`config.mk`:
```
export PLATFORM = sky130hd
export DESIGN_NAME = gsr_ctrl
export DESIGN_NICKNAME = d
export VERILOG_FILES = /design/src/rtl/gsr_pkg.sv /design/src/rtl/gsr_ctrl.sv
export SDC_FILE = /design/constraint.sdc
export NUM_CORES = 1
export LEC_CHECK = 0
export BUFFER_PORTS_ARGS = -buffer_cell sky130_fd_sc_hd__buf_2
export CORE_ASPECT_RATIO = 1.4
export CORE_UTILIZATION = 58
export DETAILED_ROUTE_END_ITERATION = 10
export GPL_TIMING_DRIVEN = 0
export PLACE_DENSITY = 0.95
export SYNTH_ARGS = -nofsm -noshare
export SYNTH_HDL_FRONTEND = slang
export SYNTH_SLANG_ARGS = --single-unit
```
`constraint.sdc`:
```
create_clock -name clk_i -period 4.8 [get_ports clk_i]
set_input_delay 0.72 -clock clk_i [delete_from_list [all_inputs] [get_ports clk_i]]
set_output_delay 0.72 -clock clk_i [all_outputs]
set_load 0.02 [all_outputs]
```
`src/rtl/gsr_pkg.sv`:
```
// Shared constants, codes and types of the Gauss-Seidel grid relaxation block.
`default_nettype none

package gsr_pkg;

  localparam int MAX_ROWS   = 64;
  localparam int MAX_COLS   = 64;
  localparam int ROW_W      = $clog2(MAX_ROWS);
  localparam int COL_W      = $clog2(MAX_COLS);
  localparam int ADDR_W     = ROW_W + COL_W;
  localparam int DATA_W     = 32;
  localparam int CHG_W      = 31;
  localparam int SWP_W      = 16;
  localparam int SIZE_W     = 7;
  localparam int CMD_W      = 2;
  localparam int CFG_IDX_W  = 2;
  localparam int CFG_DATA_W = 31;

  // Input commands.
  localparam logic [CMD_W-1:0] CMD_WRITE = 2'd0;
  localparam logic [CMD_W-1:0] CMD_RELAX = 2'd1;
  localparam logic [CMD_W-1:0] CMD_READ  = 2'd2;

  // Configuration register indexes.
  localparam logic [CFG_IDX_W-1:0] CFG_GRID_ROWS  = 2'd0;
  localparam logic [CFG_IDX_W-1:0] CFG_GRID_COLS  = 2'd1;
  localparam logic [CFG_IDX_W-1:0] CFG_MAX_SWEEPS = 2'd2;
  localparam logic [CFG_IDX_W-1:0] CFG_TOLERANCE  = 2'd3;

  localparam logic [SIZE_W-1:0] ROWS_RST   = 7'd64;
  localparam logic [SIZE_W-1:0] COLS_RST   = 7'd64;
  localparam logic [SWP_W-1:0]  SWEEPS_RST = 16'd100;
  localparam logic [CHG_W-1:0]  TOL_RST    = 31'd1;
  localparam logic [SIZE_W-1:0] MIN_SIZE   = 7'd3;
  localparam logic [CHG_W-1:0]  CHG_SAT    = {CHG_W{1'b1}};

  // Which working register takes the registered read data.
  typedef enum logic [2:0] {
    CAP_NONE,
    CAP_LEFT,
    CAP_PREV,
    CAP_UP,
    CAP_DOWN,
    CAP_RIGHT
  } cap_e;

  // What the output register is loaded with.
  typedef enum logic [1:0] {
    KIND_ZERO,
    KIND_READ,
    KIND_RELAX
  } kind_e;

  typedef struct packed {
    logic              mem_re;
    logic [ADDR_W-1:0] raddr;
    logic              mem_we;
    logic              wsel_avg;
    logic [ADDR_W-1:0] waddr;
    cap_e              cap;
    logic              cell_wb;
    logic              clr_max;
    logic              out_load;
    kind_e             out_kind;
    logic [SWP_W-1:0]  sweeps;
    logic              conv;
  } gsr_cmd_t;

  typedef struct packed {
    logic out_free;
    logic below_tol;
  } gsr_stat_t;

endpackage

`default_nettype wire

```
`src/rtl/gsr_ctrl.sv`:
```
// Controller: command decode, sweep sequencing and grid address generation.
`default_nettype none

module gsr_ctrl import gsr_pkg::*; (
  input  wire logic              clk_i,
  input  wire logic              rst_ni,
  input  wire logic              in_valid_i,
  input  wire logic [CMD_W-1:0]  in_cmd_i,
  input  wire logic [ROW_W-1:0]  in_row_i,
  input  wire logic [COL_W-1:0]  in_col_i,
  output logic                   in_ready_o,
  input  wire logic [SIZE_W-1:0] grid_rows_i,
  input  wire logic [SIZE_W-1:0] grid_cols_i,
  input  wire logic [SWP_W-1:0]  max_sweeps_i,
  input  wire gsr_stat_t         stat_i,
  output gsr_cmd_t               cmd_o
);

  localparam logic [3:0] ST_IDLE  = 4'd0;
  localparam logic [3:0] ST_HOLD  = 4'd1;
  localparam logic [3:0] ST_ROW_L = 4'd2;
  localparam logic [3:0] ST_ROW_P = 4'd3;
  localparam logic [3:0] ST_UP    = 4'd4;
  localparam logic [3:0] ST_DN    = 4'd5;
  localparam logic [3:0] ST_RT    = 4'd6;
  localparam logic [3:0] ST_SUM   = 4'd7;
  localparam logic [3:0] ST_WB    = 4'd8;
  localparam logic [3:0] ST_CHK   = 4'd9;

  localparam logic [ROW_W-1:0] ROW_ONE = ROW_W'(1);
  localparam logic [COL_W-1:0] COL_ONE = COL_W'(1);
  localparam logic [COL_W-1:0] COL_ZERO = '0;

  logic [3:0]       state_q, state_d;
  logic [ROW_W-1:0] i_q, i_d;
  logic [COL_W-1:0] j_q, j_d;
  logic [SWP_W-1:0] done_q, done_d;
  logic             conv_q, conv_d;
  kind_e            kind_q, kind_d;

  logic [SIZE_W-1:0] rows_c, cols_c;
  logic [ROW_W-1:0]  last_row;
  logic [COL_W-1:0]  last_col;
  logic [SWP_W-1:0]  limit;
  logic [SWP_W-1:0]  done_inc;
  logic [ROW_W-1:0]  i_dec, i_inc;
  logic [COL_W-1:0]  j_inc;

  // Sizes outside the supported range are held to it at relax time.
  always_comb begin
    if (grid_rows_i < MIN_SIZE) begin
      rows_c = MIN_SIZE;
    end else if (grid_rows_i > SIZE_W'(MAX_ROWS)) begin
      rows_c = SIZE_W'(MAX_ROWS);
    end else begin
      rows_c = grid_rows_i;
    end
    if (grid_cols_i < MIN_SIZE) begin
      cols_c = MIN_SIZE;
    end else if (grid_cols_i > SIZE_W'(MAX_COLS)) begin
      cols_c = SIZE_W'(MAX_COLS);
    end else begin
      cols_c = grid_cols_i;
    end
  end

  assign last_row = ROW_W'(rows_c - SIZE_W'(2));
  assign last_col = COL_W'(cols_c - SIZE_W'(2));
  assign limit    = (max_sweeps_i == '0) ? SWP_W'(1) : max_sweeps_i;
  assign done_inc = done_q + SWP_W'(1);
  assign i_dec    = i_q - ROW_ONE;
  assign i_inc    = i_q + ROW_ONE;
  assign j_inc    = j_q + COL_ONE;

  always_comb begin
    state_d = state_q;
    i_d     = i_q;
    j_d     = j_q;
    done_d  = done_q;
    conv_d  = conv_q;
    kind_d  = kind_q;

    in_ready_o     = 1'b0;
    cmd_o          = '0;
    cmd_o.cap      = CAP_NONE;
    cmd_o.out_kind = kind_q;
    cmd_o.sweeps   = done_q;
    cmd_o.conv     = conv_q;

    case (state_q)
      ST_IDLE: begin
        in_ready_o = 1'b1;
        if (in_valid_i) begin
          case (in_cmd_i)
            CMD_READ: begin
              cmd_o.mem_re = 1'b1;
              cmd_o.raddr  = {in_row_i, in_col_i};
              kind_d       = KIND_READ;
              state_d      = ST_HOLD;
            end
            CMD_RELAX: begin
              i_d           = ROW_ONE;
              j_d           = COL_ONE;
              done_d        = '0;
              cmd_o.clr_max = 1'b1;
              state_d       = ST_ROW_L;
            end
            default: begin
              // A cell write, or an unknown command that only answers zero.
              if (in_cmd_i == CMD_WRITE) begin
                cmd_o.mem_we = 1'b1;
                cmd_o.waddr  = {in_row_i, in_col_i};
              end
              kind_d = KIND_ZERO;
              if (stat_i.out_free) begin
                cmd_o.out_load = 1'b1;
                cmd_o.out_kind = KIND_ZERO;
              end else begin
                state_d = ST_HOLD;
              end
            end
          endcase
        end
      end
      ST_HOLD: begin
        if (stat_i.out_free) begin
          cmd_o.out_load = 1'b1;
          state_d        = ST_IDLE;
        end
      end
      ST_ROW_L: begin
        cmd_o.mem_re = 1'b1;
        cmd_o.raddr  = {i_q, COL_ZERO};
        state_d      = ST_ROW_P;
      end
      ST_ROW_P: begin
        cmd_o.mem_re = 1'b1;
        cmd_o.raddr  = {i_q, j_q};
        cmd_o.cap    = CAP_LEFT;
        state_d      = ST_UP;
      end
      ST_UP: begin
        cmd_o.mem_re = 1'b1;
        cmd_o.raddr  = {i_dec, j_q};
        // The old value of the first cell of a row arrives here.
        cmd_o.cap    = (j_q == COL_ONE) ? CAP_PREV : CAP_NONE;
        state_d      = ST_DN;
      end
      ST_DN: begin
        cmd_o.mem_re = 1'b1;
        cmd_o.raddr  = {i_inc, j_q};
        cmd_o.cap    = CAP_UP;
        state_d      = ST_RT;
      end
      ST_RT: begin
        cmd_o.mem_re = 1'b1;
        cmd_o.raddr  = {i_q, j_inc};
        cmd_o.cap    = CAP_DOWN;
        state_d      = ST_SUM;
      end
      ST_SUM: begin
        cmd_o.cap = CAP_RIGHT;
        state_d   = ST_WB;
      end
      ST_WB: begin
        cmd_o.mem_we   = 1'b1;
        cmd_o.wsel_avg = 1'b1;
        cmd_o.waddr    = {i_q, j_q};
        cmd_o.cell_wb  = 1'b1;
        if (j_q == last_col) begin
          if (i_q == last_row) begin
            state_d = ST_CHK;
          end else begin
            i_d     = i_inc;
            j_d     = COL_ONE;
            state_d = ST_ROW_L;
          end
        end else begin
          j_d     = j_inc;
          state_d = ST_UP;
        end
      end
      ST_CHK: begin
        done_d = done_inc;
        if (stat_i.below_tol || (done_inc == limit)) begin
          conv_d  = stat_i.below_tol;
          kind_d  = KIND_RELAX;
          state_d = ST_HOLD;
        end else begin
          cmd_o.clr_max = 1'b1;
          i_d           = ROW_ONE;
          j_d           = COL_ONE;
          state_d       = ST_ROW_L;
        end
      end
      default: begin
        state_d = ST_IDLE;
      end
    endcase
  end

  always_ff @(posedge clk_i or negedge rst_ni) begin
    if (!rst_ni) begin
      state_q <= ST_IDLE;
      i_q     <= '0;
      j_q     <= '0;
      done_q  <= '0;
      conv_q  <= 1'b0;
      kind_q  <= KIND_ZERO;
    end else begin
      state_q <= state_d;
      i_q     <= i_d;
      j_q     <= j_d;
      done_q  <= done_d;
      conv_q  <= conv_d;
      kind_q  <= kind_d;
    end
  end

endmodule

`default_nettype wire

```
Word level (Yosys, flattened, before mapping)
Index checks and enable logic that the tools add are counted.
{ "classes": {"n_mul": 0, "shifts": 0, "div": 0, "n_eq_ne": 25, "bitwise": 0, "muxes": 52, "add_sub_neg": 6, "reduce_logical": 13, "order_cmp": 4} }
{ "op_table": {"columns": ["op", "n"], "rows": [
  ["case mux 13 bit (6 select lines)", 1],
  ["two-way mux 6 bit", 11],
  ["two-way mux 16 bit", 3],
  ["case mux 4 bit (10 select lines)", 1],
  ["two-way mux 12 bit", 3],
  ["case mux 6 bit (3 select lines)", 2],
  ["case mux 16 bit (2 select lines)", 1],
  ["two-way mux 4 bit", 6],
  ["case mux 12 bit (2 select lines)", 1],
  ["adder 16 x 1 -> 16 bit (second input constant)", 1],
  ["equality test 16 bit", 1],
  ["equality test 4 x 3 -> 1 bit (second input constant)", 4],
  ["zero test 16 bit", 1],
  ["case mux 3 bit (5 select lines)", 1],
  ["> comparator 7 bit (second input constant)", 2],
  ["< comparator 7 x 2 -> 1 bit (second input constant)", 2],
  ["two-way mux 14 bit", 1],
  ["!= test 2 bit (second input constant)", 7],
  ["two-way mux 13 bit", 1],
  ["adder 6 x 1 -> 6 bit (second input constant)", 2],
  ["equality test 6 bit", 2],
  ["subtractor 6 x 2 -> 6 bit (second input constant)", 2],
  ["two-way mux 2 bit", 5],
  ["equality test 4 x 2 -> 1 bit (second input constant)", 2],
  ["other kinds (25)", 37]
]} }
{ "word_totals": {"inputBits": 49, "latchBits": 0, "regBits": 35, "mem_bits_rw": 0, "rom_bits": 0, "n_memories": 0} }

Longest topological paths before layout
{ "depth": {"ltp_word": 8, "mapped_depth": 12, "mapped_depth_nobuf": 11} }

Worst setup path after synthesis
OpenSTA, ideal clock, no wires.
{ "synth_timing": {"kind": "register -> output", "from": "register state_q[1]", "to": "output port cmd_o[42] (netlist name)", "stages_incl_launch_ff": 6, "required_ns": 4.080, "path_buffers": 2, "arrival_time_ns": 2.449, "setup_slack_ns": 1.631, "path_cell_list": "dfrtp_1 > clkbuf_1 > nor3b_1 > nand2b_1 > clkbuf_1 > o311ai_0"} }
{ "synth_lines": {"columns": ["element", "line", "rtl"], "rows": [
  ["from (decl)", "gsr_ctrl.sv:34", "logic [3:0] state_q, state_d;"],
  ["from (signal assigned)", "gsr_ctrl.sv:211", "state_q <= state_d;"],
  ["to (decl)", "gsr_ctrl.sv:16", "output gsr_cmd_t cmd_o"]
]} }

==> flow_summary.yaml <==
sta:
  rsz0062_at_grt: "false"
  max_freq_mhz: 255
  setup_tns_ns: 0
  tightest_slew_ns: 0.843
  maxSlewHeadroom_pct: 43.8
  skew_ns: 0.0114
  finalHoldViolCount: 0
  drv_slew: 0
  setup_viol: 0
  period_share_pct: 81.8
  fin_crit_ns: 3.93
  timing.hold.ws_ns: 0.515
clocking:
  ctsHoldBuffers: 0
  clock_latency_ns: 0.30
  cts_tree: "yes"
  cts_buffers: 5
  cts.path.max_buffers: 2
  cts_resized: 0
  cts.sinks: 35
  post_cts_buffers: 0
  root_buffer: "clkbuf_8"
  clk_pin_slew_ns: 0.08
  htreeDepth: 2
cells_and_area:
  final_nets: 664
  fin_util_pct: 71.7
  drive_above_1_share_pct: 24.1
  diodes: 0
  final_cells: 677
  area_growth_pct: 18.5
yosys:
  synth_top_cell_by_area: "dfrtp_1"
  syn_area_per_cell_um2: 7.61
  synth_seq_area_share_pct: 23.1
  syn_inst: 497
  syn_nets: 556
  netlist.area_leader.share_pct: 23.1
  synth_common_cells: "nand2_1 (48), o21ai_0 (44), dfrtp_1 (35)"
  synth-seq-cells: 35
  synth_edf_count: 0
  yosysUniqueCellTypes: 73
  yosys_warnings: 0
  async_reset_ff_share_pct: 100
  synth_most_common_cell: "nand2_1"
  synthesis.area_mm2: 0.00378
  synth_ff_type: "dfrtp_1"
  yosys-top-cells-area: "dfrtp_1 (23%), o21ai_0 (5.8%), nand2_1 (4.8%)"
setup_path:
  path_cells: "ha_1 > clkbuf_2 > and2_0 > nand4_1 > a21oi_1 > o2111ai_1 > nor4_4 > a211oi_1 > a21o_1 > buf_2"
  start_kind: "flip-flop"
  worstPathArrival_ns: 3.21
  required_ns: 4.08
  r2r_slack_ns: 1.82
  critPathMaxFanout: 9
  crit_type: "reg -> out"
  cpMaxStageDelayCell: "dfrtp_1"
  cp_slowest_stage_delay_ns: 0.49
  critPathCaptureType: "primary output"
die:
  dieArea_mm2: 0.00685
  start_util_pct: 60.5
  core_area_mm2: 0.00625
  fp.dieH_um: 97.6
  io-pin-count: 102
  num_rows: 34
  die_w_um: 70.3
route:
  drt-initial-drc-count: 722
  dr.pass1.iters: 9
  routed_wl_mm: 11.9
  drc: 1
  vias_per_cell: 6.76
  wl_per_cell_um: 17.6
  ant_nets: 0
  via_count: 4579
global_route:
  grt_max_degree: 36
  first_global_vias: 4326
  grt_use_total_pct: 34.5
  grt_pass1_wl_mm: 19.5
  antenna_found_initial: 0
  overflow: 0
pwr:
  leakage_nw: 2.05
  ir_drop_uv: 350
  cellPowerDensity_mw_per_mm2: 479
  power_mw: 2.15
outcome:
  outcome: "finished with violations"
  violations: "design-rule violations"
placement:
  io_buffers: 101
  place_hpwl_mm: 8.96
  globalplace.congestion: 0.972
  dpl.cell_count: 670
run:
  drv_cap: 0
hold_path:
  hold_class: "in -> async"
kinds of logic (layout without fill, tap and decap cells):
group	after synthesis	in the layout	synth area share (%)
adders and majority gates	10	10	3.31
AOI/OAI and AO/OA	164	164	30.3
muxes	4	4	1.12
buffers and inverters	61	169	7.51
and+or+nand+nor	193	193	27.7
xor gates and xnor gates	30	30	6.94
DFF	35	35	23.1
critical path: cells and delay by family (launching register included):
kind	cells	cell delay, ns
AND/OR/NAND/NOR	3	1.04
AO/OA/AOI/OAI	4	0.81
flip-flops	1	0.49
buffers and inverters	2	0.35
adder cells (fa/ha/maj)	1	0.21
layout by cell type (no fill, tap or decap), types with 5 or more instances in the layout:
cell type    n
o31ai_1      7
nor4_1      11
nor2_1      29
xor2_1      10
and3_1       7
and4_1       5
a22oi_1      5
nand2b_1    10
o21ai_0     44
nand3_1     24
clkbuf_1    21
a21oi_1     33
inv_1       20
clkbuf_8     5
and2_1       5
nand4_1      7
nand2_1     48
buf_2      110
dfrtp_1     35
a22o_1       9
o221ai_1     5
xnor2_1     20
a21o_1       5
ha_1        10
nor3_1      21
o21a_1       6
power by group:
part | switching [mW] | leakage (nW) | internal, mW | total [mW]
sequential | 0.114 | 0.463 | 0.399 | 0.513
clock | 0.114 | 0.0513 | 0.152 | 0.266
combinational | 0.870 | 1.53 | 0.495 | 1.37
flip-flops by register name, summed over array words and instances, names as in the netlist:
name     cells
j_q          6
done_q      16
state_q      4
i_q          6
kind_q       2
conv_q       1
area by class of cell:
type,instances,area [um^2]
multi-input cells,401,2620
fillers,483,1770
flip-flops and latches,35,876
repair buffers,101,505
plain buffers,41,209
well taps,72,90.1
inverters,20,75.1
clock buffers,6,72.6
clock inverters,1,30.0
per-stage QoR:
step | worst slack [ns] | instance area [um^2]
6_report | 0.874 | 4480
3_3_place_gp | 1.19 | 4380
3_5_place_dp | 1.14 | 4380
2_1_floorplan | 1.63 | 3780
5_1_grt | 0.684 | 4480
4_1_cts | 0.933 | 4480
layer usage:
metal / GRT usage (%) / routed length [um] / vias to the layer above
met5: 0 / 0 / -
met4: 17.7 / 509 / 0
met3: 4.25 / 991 / 63
met2: 62.7 / 6240 / 324
met1: 38.4 / 4170 / 2125
li1: - / - / 2067
final timing paths:
kind                        endpoint  startpoint  cells after the start
setup / recovery           cmd_o[20]   done_q[0]                     10
hold / removal                i_q[0]      rst_ni                      1
setup reg to reg              j_q[1]   done_q[0]                     10
hold reg to reg               conv_q      conv_q                      1
max in group asynchronous     j_q[4]      rst_ni                      1
min in group clk_i            conv_q      conv_q                      1
No activity file was read; power rests on OpenSTA's default activity.
